===== src/sv/cqs_pkg.sv =====
// package for the circular queue with search
// types, codes and default constants shared by cqs_front, cqs_back and the top level
// depends on nothing
`default_nettype none

package cqs_pkg;

    localparam int DEPTH_DEF     = 16;
    localparam int RING_SIZE_RST = 16;
    localparam int CFG_W         = 5;
    localparam int DATA_W        = 32;
    localparam int KIND_W        = 2;
    localparam int STATUS_W      = 3;

    typedef enum logic [KIND_W-1:0] {
        KIND_ENQ  = 2'd0,
        KIND_DEQ  = 2'd1,
        KIND_SRCH = 2'd2,
        KIND_DUMP = 2'd3
    } kind_t;

    typedef enum logic [STATUS_W-1:0] {
        STAT_ENQ      = 3'd0,
        STAT_OVF      = 3'd1,
        STAT_DEQ      = 3'd2,
        STAT_UNF      = 3'd3,
        STAT_FOUND    = 3'd4,
        STAT_NOTFOUND = 3'd5,
        STAT_DUMP     = 3'd6,
        STAT_EMPTY    = 3'd7
    } status_t;

    typedef enum logic [1:0] {
        ST_IDLE,
        ST_DEQ,
        ST_SRCH,
        ST_DUMP
    } state_t;

    typedef struct packed {
        kind_t                     kind;
        logic signed [DATA_W-1:0]  operand;
    } cmd_t;

endpackage

`default_nettype wire


===== src/sv/cqs_ram.sv =====
// generic single-port-write, single-port-read ram with registered read
// depends on nothing
`default_nettype none

module cqs_ram #(
    parameter int WIDTH = 32,
    parameter int DEPTH = 16
) (
    input  wire logic                     clk,
    input  wire logic                     wr_en,
    input  wire logic [$clog2(DEPTH)-1:0] wr_addr,
    input  wire logic [WIDTH-1:0]         wr_data,
    input  wire logic                     rd_en,
    input  wire logic [$clog2(DEPTH)-1:0] rd_addr,
    output logic      [WIDTH-1:0]         rd_data
);

    logic [WIDTH-1:0] mem_reg [DEPTH];

    always_ff @(posedge clk)
    begin
        if (wr_en)
        begin
            mem_reg[wr_addr] <= wr_data;
        end
        if (rd_en)
        begin
            rd_data <= mem_reg[rd_addr];
        end
    end

endmodule

`default_nettype wire


===== src/sv/cqs_front.sv =====
// command front end: accepts transactions, decodes the command kind and
// holds them in a two-entry queue for the back end; uses cqs_pkg
`default_nettype none

module cqs_front (
    input  wire logic                                  clk,
    input  wire logic                                  rst_n,
    input  wire logic                                  in_valid,
    output logic                                       in_ready,
    input  wire logic [cqs_pkg::KIND_W-1:0]            kind,
    input  wire logic signed [cqs_pkg::DATA_W-1:0]     operand,
    output logic                                       cmd_valid,
    input  wire logic                                  cmd_ready,
    output cqs_pkg::cmd_t                              cmd
);
    import cqs_pkg::*;

    cmd_t       q_reg [2];
    logic       wr_ptr_reg, wr_ptr_next;
    logic       rd_ptr_reg, rd_ptr_next;
    logic [1:0] count_reg, count_next;
    logic       push, pop;
    cmd_t       cmd_in;

    always_comb
    begin
        cmd_in.kind    = kind_t'(kind);
        cmd_in.operand = operand;
    end

    assign in_ready  = (count_reg != 2'd2);
    assign cmd_valid = (count_reg != 2'd0);
    assign cmd       = q_reg[rd_ptr_reg];
    assign push      = in_valid && in_ready;
    assign pop       = cmd_valid && cmd_ready;

    always_comb
    begin
        wr_ptr_next = push ? ~wr_ptr_reg : wr_ptr_reg;
        rd_ptr_next = pop  ? ~rd_ptr_reg : rd_ptr_reg;
        count_next  = count_reg;
        unique case ({push, pop})
            2'b10:   count_next = count_reg + 2'd1;
            2'b01:   count_next = count_reg - 2'd1;
            default: count_next = count_reg;
        endcase
    end

    always_ff @(posedge clk or negedge rst_n)
    begin
        if (!rst_n)
        begin
            wr_ptr_reg <= 1'b0;
            rd_ptr_reg <= 1'b0;
            count_reg  <= 2'd0;
        end
        else
        begin
            wr_ptr_reg <= wr_ptr_next;
            rd_ptr_reg <= rd_ptr_next;
            count_reg  <= count_next;
        end
    end

    always_ff @(posedge clk)
    begin
        if (push)
        begin
            q_reg[wr_ptr_reg] <= cmd_in;
        end
    end

endmodule

`default_nettype wire


===== src/sv/cqs_back.sv =====
// command back end: ring pointers, ring storage, scan sequencer and output register
// uses cqs_pkg and cqs_ram
`default_nettype none

module cqs_back #(
    parameter int DEPTH = cqs_pkg::DEPTH_DEF
) (
    input  wire logic                                  clk,
    input  wire logic                                  rst_n,
    input  wire logic                                  cfg_wr_en,
    input  wire logic [cqs_pkg::CFG_W-1:0]             cfg_wr_data,
    input  wire logic                                  cmd_valid,
    output logic                                       cmd_ready,
    input  wire cqs_pkg::cmd_t                         cmd,
    output logic                                       out_valid,
    input  wire logic                                  out_ready,
    output logic [cqs_pkg::STATUS_W-1:0]               status,
    output logic signed [cqs_pkg::DATA_W-1:0]          result_value,
    output logic                                       last
);
    import cqs_pkg::*;

    localparam int IW       = $clog2(DEPTH);
    localparam int SW       = $clog2(DEPTH + 1);
    localparam int RS_RESET = (RING_SIZE_RST > DEPTH) ? DEPTH : RING_SIZE_RST;

    state_t                   state_reg, state_next;
    logic [IW-1:0]            head_reg, head_next;
    logic [IW-1:0]            tail_reg, tail_next;
    logic [IW-1:0]            scan_reg, scan_next;
    logic [SW-1:0]            ring_size_reg, ring_size_next;
    logic signed [DATA_W-1:0] key_reg, key_next;

    logic                     out_valid_reg, out_valid_next;
    status_t                  out_status_reg;
    logic signed [DATA_W-1:0] out_value_reg;
    logic                     out_last_reg;

    logic                     emit;
    status_t                  emit_status;
    logic signed [DATA_W-1:0] emit_value;
    logic                     emit_last;

    logic                     ram_wr_en, ram_rd_en;
    logic [IW-1:0]            ram_rd_addr;
    logic [DATA_W-1:0]        ram_rd_data;

    logic                     out_free, empty, full, hit, scan_end;
    logic [IW-1:0]            scan_wrap;

    function automatic logic [IW-1:0] wrap_inc(input logic [IW-1:0] idx,
                                               input logic [SW-1:0] size);
        logic [SW-1:0] inc;
        inc = SW'(idx) + SW'(1);
        wrap_inc = (inc >= size) ? '0 : idx + IW'(1);
    endfunction

    cqs_ram #(
        .WIDTH (DATA_W),
        .DEPTH (DEPTH)
    ) u_ram (
        .clk     (clk),
        .wr_en   (ram_wr_en),
        .wr_addr (tail_reg),
        .wr_data (cmd.operand),
        .rd_en   (ram_rd_en),
        .rd_addr (ram_rd_addr),
        .rd_data (ram_rd_data)
    );

    assign out_free  = !out_valid_reg || out_ready;
    assign empty     = (head_reg == tail_reg);
    assign full      = (head_reg == wrap_inc(tail_reg, ring_size_reg));
    assign scan_wrap = wrap_inc(scan_reg, ring_size_reg);
    assign scan_end  = (scan_wrap == tail_reg);
    assign hit       = ($signed(ram_rd_data) == key_reg);

    // next state
    always_comb
    begin
        state_next = state_reg;
        unique case (state_reg)
            ST_IDLE:
            begin
                if (cmd_valid && out_free && !empty)
                begin
                    unique case (cmd.kind)
                        KIND_DEQ:  state_next = ST_DEQ;
                        KIND_SRCH: state_next = ST_SRCH;
                        KIND_DUMP: state_next = ST_DUMP;
                        KIND_ENQ:  state_next = ST_IDLE;
                    endcase
                end
            end
            ST_DEQ:
            begin
                if (out_free)
                begin
                    state_next = ST_IDLE;
                end
            end
            ST_SRCH:
            begin
                if ((hit || scan_end) && out_free)
                begin
                    state_next = ST_IDLE;
                end
            end
            ST_DUMP:
            begin
                if (scan_end && out_free)
                begin
                    state_next = ST_IDLE;
                end
            end
        endcase
    end

    // datapath and outputs
    always_comb
    begin
        cmd_ready      = 1'b0;
        ram_wr_en      = 1'b0;
        ram_rd_en      = 1'b0;
        ram_rd_addr    = scan_wrap;
        head_next      = head_reg;
        tail_next      = tail_reg;
        scan_next      = scan_reg;
        key_next       = key_reg;
        ring_size_next = ring_size_reg;
        emit           = 1'b0;
        emit_status    = STAT_ENQ;
        emit_value     = cmd.operand;
        emit_last      = 1'b1;

        unique case (state_reg)
            ST_IDLE:
            begin
                cmd_ready = out_free;
                if (cmd_valid && out_free)
                begin
                    key_next    = cmd.operand;
                    ram_rd_addr = head_reg;
                    scan_next   = head_reg;
                    unique case (cmd.kind)
                        KIND_ENQ:
                        begin
                            emit = 1'b1;
                            if (full)
                            begin
                                emit_status = STAT_OVF;
                            end
                            else
                            begin
                                ram_wr_en   = 1'b1;
                                tail_next   = wrap_inc(tail_reg, ring_size_reg);
                                emit_status = STAT_ENQ;
                            end
                        end
                        KIND_DEQ:
                        begin
                            if (empty)
                            begin
                                emit        = 1'b1;
                                emit_status = STAT_UNF;
                                emit_value  = '0;
                            end
                            else
                            begin
                                ram_rd_en = 1'b1;
                            end
                        end
                        KIND_SRCH:
                        begin
                            if (empty)
                            begin
                                emit        = 1'b1;
                                emit_status = STAT_NOTFOUND;
                            end
                            else
                            begin
                                ram_rd_en = 1'b1;
                            end
                        end
                        KIND_DUMP:
                        begin
                            if (empty)
                            begin
                                emit        = 1'b1;
                                emit_status = STAT_EMPTY;
                                emit_value  = '0;
                            end
                            else
                            begin
                                ram_rd_en = 1'b1;
                            end
                        end
                    endcase
                end
            end
            ST_DEQ:
            begin
                if (out_free)
                begin
                    emit        = 1'b1;
                    emit_status = STAT_DEQ;
                    emit_value  = $signed(ram_rd_data);
                    head_next   = wrap_inc(head_reg, ring_size_reg);
                end
            end
            ST_SRCH:
            begin
                emit_value = key_reg;
                if (hit)
                begin
                    emit        = out_free;
                    emit_status = STAT_FOUND;
                end
                else if (scan_end)
                begin
                    emit        = out_free;
                    emit_status = STAT_NOTFOUND;
                end
                else
                begin
                    ram_rd_en = 1'b1;
                    scan_next = scan_wrap;
                end
            end
            ST_DUMP:
            begin
                if (out_free)
                begin
                    emit        = 1'b1;
                    emit_status = STAT_DUMP;
                    emit_value  = $signed(ram_rd_data);
                    emit_last   = scan_end;
                    if (!scan_end)
                    begin
                        ram_rd_en = 1'b1;
                        scan_next = scan_wrap;
                    end
                end
            end
        endcase

        // register write empties the ring
        if (cfg_wr_en)
        begin
            head_next = '0;
            tail_next = '0;
            if (cfg_wr_data < CFG_W'(2))
            begin
                ring_size_next = SW'(2);
            end
            else if (int'(cfg_wr_data) > DEPTH)
            begin
                ring_size_next = SW'(DEPTH);
            end
            else
            begin
                ring_size_next = SW'(cfg_wr_data);
            end
        end
    end

    always_comb
    begin
        if (emit)
        begin
            out_valid_next = 1'b1;
        end
        else if (out_ready)
        begin
            out_valid_next = 1'b0;
        end
        else
        begin
            out_valid_next = out_valid_reg;
        end
    end

    always_ff @(posedge clk or negedge rst_n)
    begin
        if (!rst_n)
        begin
            state_reg     <= ST_IDLE;
            head_reg      <= '0;
            tail_reg      <= '0;
            scan_reg      <= '0;
            ring_size_reg <= SW'(RS_RESET);
            out_valid_reg <= 1'b0;
        end
        else
        begin
            state_reg     <= state_next;
            head_reg      <= head_next;
            tail_reg      <= tail_next;
            scan_reg      <= scan_next;
            ring_size_reg <= ring_size_next;
            out_valid_reg <= out_valid_next;
        end
    end

    always_ff @(posedge clk)
    begin
        key_reg <= key_next;
        if (emit)
        begin
            out_status_reg <= emit_status;
            out_value_reg  <= emit_value;
            out_last_reg   <= emit_last;
        end
    end

    assign out_valid    = out_valid_reg;
    assign status       = out_status_reg;
    assign result_value = out_value_reg;
    assign last         = out_last_reg;

endmodule

`default_nettype wire


===== src/sv/circular_queue_with_search.sv =====
// top level of the circular queue with search
// instantiates cqs_front and cqs_back; uses cqs_pkg
`default_nettype none

// Ring-buffer queue of signed 32-bit values with enqueue, dequeue, search and
// dump commands. Writing ring_size (clamped to 2..DEPTH) empties the ring; the
// ring holds at most ring_size-1 values. Commands enter a two-entry queue and
// are executed in order by a back end that owns one ring RAM with a single
// read port and a registered read. Enqueue, overflow, underflow, and search
// or dump of an empty ring are answered from the idle state; dequeue first
// reads the head entry. Search compares entries from the head up to the first
// match or the tail; dump reads every stored value, giving one result per
// cycle while the output side keeps taking them. The output is a register;
// while a result waits there unaccepted the back end stalls, and the two-entry
// queue takes up to two more commands before intake stops.

module circular_queue_with_search #(
    parameter int DEPTH = cqs_pkg::DEPTH_DEF
) (
    input  wire logic                                  clk,
    input  wire logic                                  rst_n,
    input  wire logic                                  cfg_wr_en,
    input  wire logic [cqs_pkg::CFG_W-1:0]             cfg_wr_data,
    input  wire logic                                  in_valid,
    output logic                                       in_ready,
    input  wire logic [cqs_pkg::KIND_W-1:0]            kind,
    input  wire logic signed [cqs_pkg::DATA_W-1:0]     operand,
    output logic                                       out_valid,
    input  wire logic                                  out_ready,
    output logic [cqs_pkg::STATUS_W-1:0]               status,
    output logic signed [cqs_pkg::DATA_W-1:0]          result_value,
    output logic                                       last
);
    import cqs_pkg::*;

    logic cmd_valid;
    logic cmd_ready;
    cmd_t cmd;

    cqs_front u_front (
        .clk       (clk),
        .rst_n     (rst_n),
        .in_valid  (in_valid),
        .in_ready  (in_ready),
        .kind      (kind),
        .operand   (operand),
        .cmd_valid (cmd_valid),
        .cmd_ready (cmd_ready),
        .cmd       (cmd)
    );

    cqs_back #(
        .DEPTH (DEPTH)
    ) u_back (
        .clk          (clk),
        .rst_n        (rst_n),
        .cfg_wr_en    (cfg_wr_en),
        .cfg_wr_data  (cfg_wr_data),
        .cmd_valid    (cmd_valid),
        .cmd_ready    (cmd_ready),
        .cmd          (cmd),
        .out_valid    (out_valid),
        .out_ready    (out_ready),
        .status       (status),
        .result_value (result_value),
        .last         (last)
    );

endmodule

`default_nettype wire


===== config.mk =====
export PLATFORM = sky130hd
export DESIGN_NAME = circular_queue_with_search
export DESIGN_NICKNAME = d
export VERILOG_FILES = /design/src/sv/cqs_pkg.sv /design/src/sv/cqs_ram.sv /design/src/sv/cqs_front.sv /design/src/sv/cqs_back.sv /design/src/sv/circular_queue_with_search.sv
export SDC_FILE = /design/constraint.sdc
export NUM_CORES = 1
export LEC_CHECK = 0
export BUFFER_PORTS_ARGS = -buffer_cell sky130_fd_sc_hd__buf_2
export CORE_UTILIZATION = 60
export DETAILED_ROUTE_END_ITERATION = 10
export GPL_ROUTABILITY_DRIVEN = 0
export HOLD_SLACK_MARGIN = 0.02
export PLACE_DENSITY = 0.77
export SLEW_MARGIN = 20
export SYNTH_ARGS = -nofsm -noshare
export SYNTH_HDL_FRONTEND = slang
export SYNTH_HIERARCHICAL = 1
export SYNTH_SLANG_ARGS = --single-unit

===== constraint.sdc =====
create_clock -name clk -period 11.65 [get_ports clk]
set_input_delay 1.7475 -clock clk [delete_from_list [all_inputs] [get_ports clk]]
set_output_delay 1.7475 -clock clk [all_outputs]
set_load 0.01 [all_outputs]

==> impl_metrics.env <==
export IMPL_seq_power_share=0.447
export IMPL_setup_viol=0
export IMPL_synth_seq_area_share=0.764
export IMPL_switchingPower_mw=2.42
export IMPL_endpoint_kind="flop"
export IMPL_path_max_fanout=88
export IMPL_final_cell_mix="edfxtp_1, mux4_2, buf_2"
export IMPL_viasPerCell=6.60
export IMPL_cts_sinks=704
export IMPL_cts_tree="done"
export IMPL_r2r_worst_path_cells=12
export IMPL_grt_use_total=0.269
export IMPL_die_x_um=216
export IMPL_ctsResizeCount=0
export IMPL_dp_slack_ns=5.74
export IMPL_io_buffer_count=81
export IMPL_grt_pass1_wl_um=90700
export IMPL_synth_distinct_cells=60
export IMPL_p_leak_nw=10.3
export IMPL_dieArea_um2=46700
export IMPL_synth_edf_count=680
export IMPL_post_cts_setup_buffer_count=0
export IMPL_core_area_um2=45300
export IMPL_postCtsHoldBufs=0
export IMPL_fmax_ghz=0.188
export IMPL_switching_share=0.303
export IMPL_synth_flop_cell="edfxtp_1"
export IMPL_total_power_mw=8.00
export IMPL_timing_final_crit_share=0.455
export IMPL_synthArstFlopShare=0.0341
export IMPL_final_common_cell="edfxtp_1"
export IMPL_critPathLaunchType="primary input"
export IMPL_layout_drive_gt1_share=0.269
export IMPL_worstSetupPathType="primary input to flop"
export IMPL_tightest_slew_ns=1.03
export IMPL_arrival_ns=5.62
export IMPL_start_util=0.608
export IMPL_powerDensity_nw_per_um2=258
export IMPL_slew_violations=0
export IMPL_netlist_area_um2=27500
export IMPL_cts_buffer_depth=3
export IMPL_drv_cap=0
export IMPL_drcViolationCount=0
export IMPL_fin_skew_ns=0.0274
export IMPL_fillers=2794
export IMPL_ys_warn_count=6
export IMPL_power_internal_mw=5.58
export IMPL_status="finished clean"
export IMPL_clk_latency_ns=0.59
export IMPL_diodes=0
export IMPL_grt_overflow_total=0
export IMPL_largest_reg_flops=512
export IMPL_pwr_share_clk=0.265
export IMPL_syn2layout_area_growth_pct=12.5
export IMPL_timing_final_ws_setup_ns=6.34
export IMPL_nets=1545
export IMPL_fin_setup_tns_ns=0
export IMPL_dp_cells=2012
export IMPL_htreeDepth=3
export IMPL_ys_ff_latch=704
export IMPL_antenna_left=0
export IMPL_dp_hpwl_um=30800
export IMPL_rsz0062_at_grt="no"
export IMPL_antenna_found_initial=0
export IMPL_crit_required_ns=11.97
export IMPL_fp_row_count=78
export IMPL_syn_inst=1363
export IMPL_vias=14100
export IMPL_combPwrFrac=0.288
export IMPL_root_buffer="clkbuf_16"
export IMPL_ios=82
export IMPL_instances_no_fill=2132
export IMPL_grt_pass1_vias=14500
export IMPL_drtIter0Drc=1619
export IMPL_worstHoldPathCells=1
export IMPL_hold_viol_final=0
export IMPL_irDropWorstVdd_mv=0.258
export IMPL_cts_inserted_buffers=68
export IMPL_syn_num_nets=1426
export IMPL_period_needed_ns=5.31
export IMPL_timing_slew_headroom=0.314
export IMPL_hold_path_class="flop to flop"
export IMPL_clkTransAtPathRegs_ns=0.06
export IMPL_wl_per_cell_um=28.7
export IMPL_synth_area_per_cell_um2=20.2
export IMPL_drt_wl_total_um=61200
export IMPL_die_height_um=216
export IMPL_grt_max_degree=89
export IMPL_first_pass_iters=6
## power groups by stage
stage	sequential [mW]	combinational, mW	clock, mW
detailed placement	3.62	2.30	0
global route	3.60	2.46	2.23
global placement	3.61	2.24	0
floorplan	3.63	1.59	0
CTS	3.58	2.32	2.14
finish	3.58	2.31	2.12
## cell type report
cell class / instances / area [um^2] / area share
Sequential cell: 704 / 21000 / 0.679
Multi-Input combinational cell: 551 / 6220 / 0.201
Clock buffer: 87 / 1860 / 0.0600
Tap cell: 600 / 751 / 0.0243
Timing Repair Buffer: 114 / 666 / 0.0215
Clock inverter: 33 / 278 / 0.00897
Inverter: 43 / 161 / 0.00521
## per-stage QoR
step | instance area, um^2 | utilization | hold slack [ns]
after floorplan | 27500 | - | 0.456
after global routing | 31000 | 0.684 | 0.553
after CTS | 30900 | 0.683 | 0.522
final | 31000 | 0.684 | 0.522
after global placement | 28800 | 0.636 | 0.472
after detailed placement | 28800 | 0.636 | 0.509
## cell usage after synthesis, types with 2 or more instances
cell / count / area [um^2]
ha_1: 19 / 238
nor2_1: 24 / 90.1
nor2b_1: 5 / 31.3
nand2_1: 67 / 251
nand2b_1: 9 / 56.3
mux2_4: 2 / 30.0
edfxtp_1: 680 / 20400
mux2_2: 37 / 417
nand3b_1: 2 / 15.0
or4_1: 2 / 15.0
mux4_2: 128 / 2880
nand4_1: 4 / 25.0
buf_4: 9 / 67.6
dfrtp_1: 23 / 576
nor4_1: 9 / 56.3
a21o_1: 9 / 67.6
a31oi_1: 4 / 25.0
a21oi_1: 8 / 40.0
o211ai_1: 4 / 30.0
o21ai_0: 21 / 105
o31ai_1: 3 / 22.5
o21bai_1: 2 / 15.0
buf_6: 4 / 45.0
nand3_1: 8 / 40.0
buf_1: 10 / 37.5
buf_2: 14 / 70.1
and2_1: 2 / 12.5
inv_1: 42 / 158
xnor2_1: 10 / 87.6
clkbuf_1: 28 / 105
and3_1: 4 / 25.0
a222oi_1: 32 / 320
a22oi_1: 64 / 480
nor3_1: 7 / 35.0
xor2_1: 42 / 368
## cell families (layout without fill, tap and decap cells)
logic type      after synthesis  after routing  synth area share
compound gates              159            159            0.0447
simple gates                152            152            0.0265
flops                       704            704             0.764
fa+ha+maj                    19             19           0.00864
xor+xnor                     53             53            0.0171
buf+inv                     108            277            0.0177
mux                         168            168             0.121
## worst max-delay path: stages
cell and delay, ns:
buf_2 0.10, nor2b_1 0.32, nor3_1 0.14, nand2_1 0.22, inv_2 0.05, buf_4 0.34
o31ai_4 0.25, buf_4 0.70, buf_12 0.53, mux4_2 0.60, a22oi_1 0.21, nand2_1 0.11
## path summary, 6_finish.rpt
kind	startpoint	endpoint	slack, ns
setup / recovery	out_ready	u_back/u_ram/rd_data[15]	6.34
hold / removal	u_front/count_reg[1]	u_front/count_reg[1]	0.52
setup reg to reg	u_back/scan_reg[0]	u_back/u_ram/rd_data[15]	6.38
hold reg to reg	u_front/count_reg[1]	u_front/count_reg[1]	0.52
max in group asynchronous	rst_n	u_front/rd_ptr_reg	10.05
min in group asynchronous	rst_n	u_back/ring_size_reg[2]	1.17
## per-layer routing
metal / up-vias / global-route usage / share of wire
li1: 5840 / - / -
met1: 7306 / 0.370 / 0.38
met2: 799 / 0.435 / 0.49
met3: 136 / 0.0477 / 0.097
met4: 0 / 0.106 / 0.034
met5: - / 0 / 0
Power figures use the tool's default switching activity.
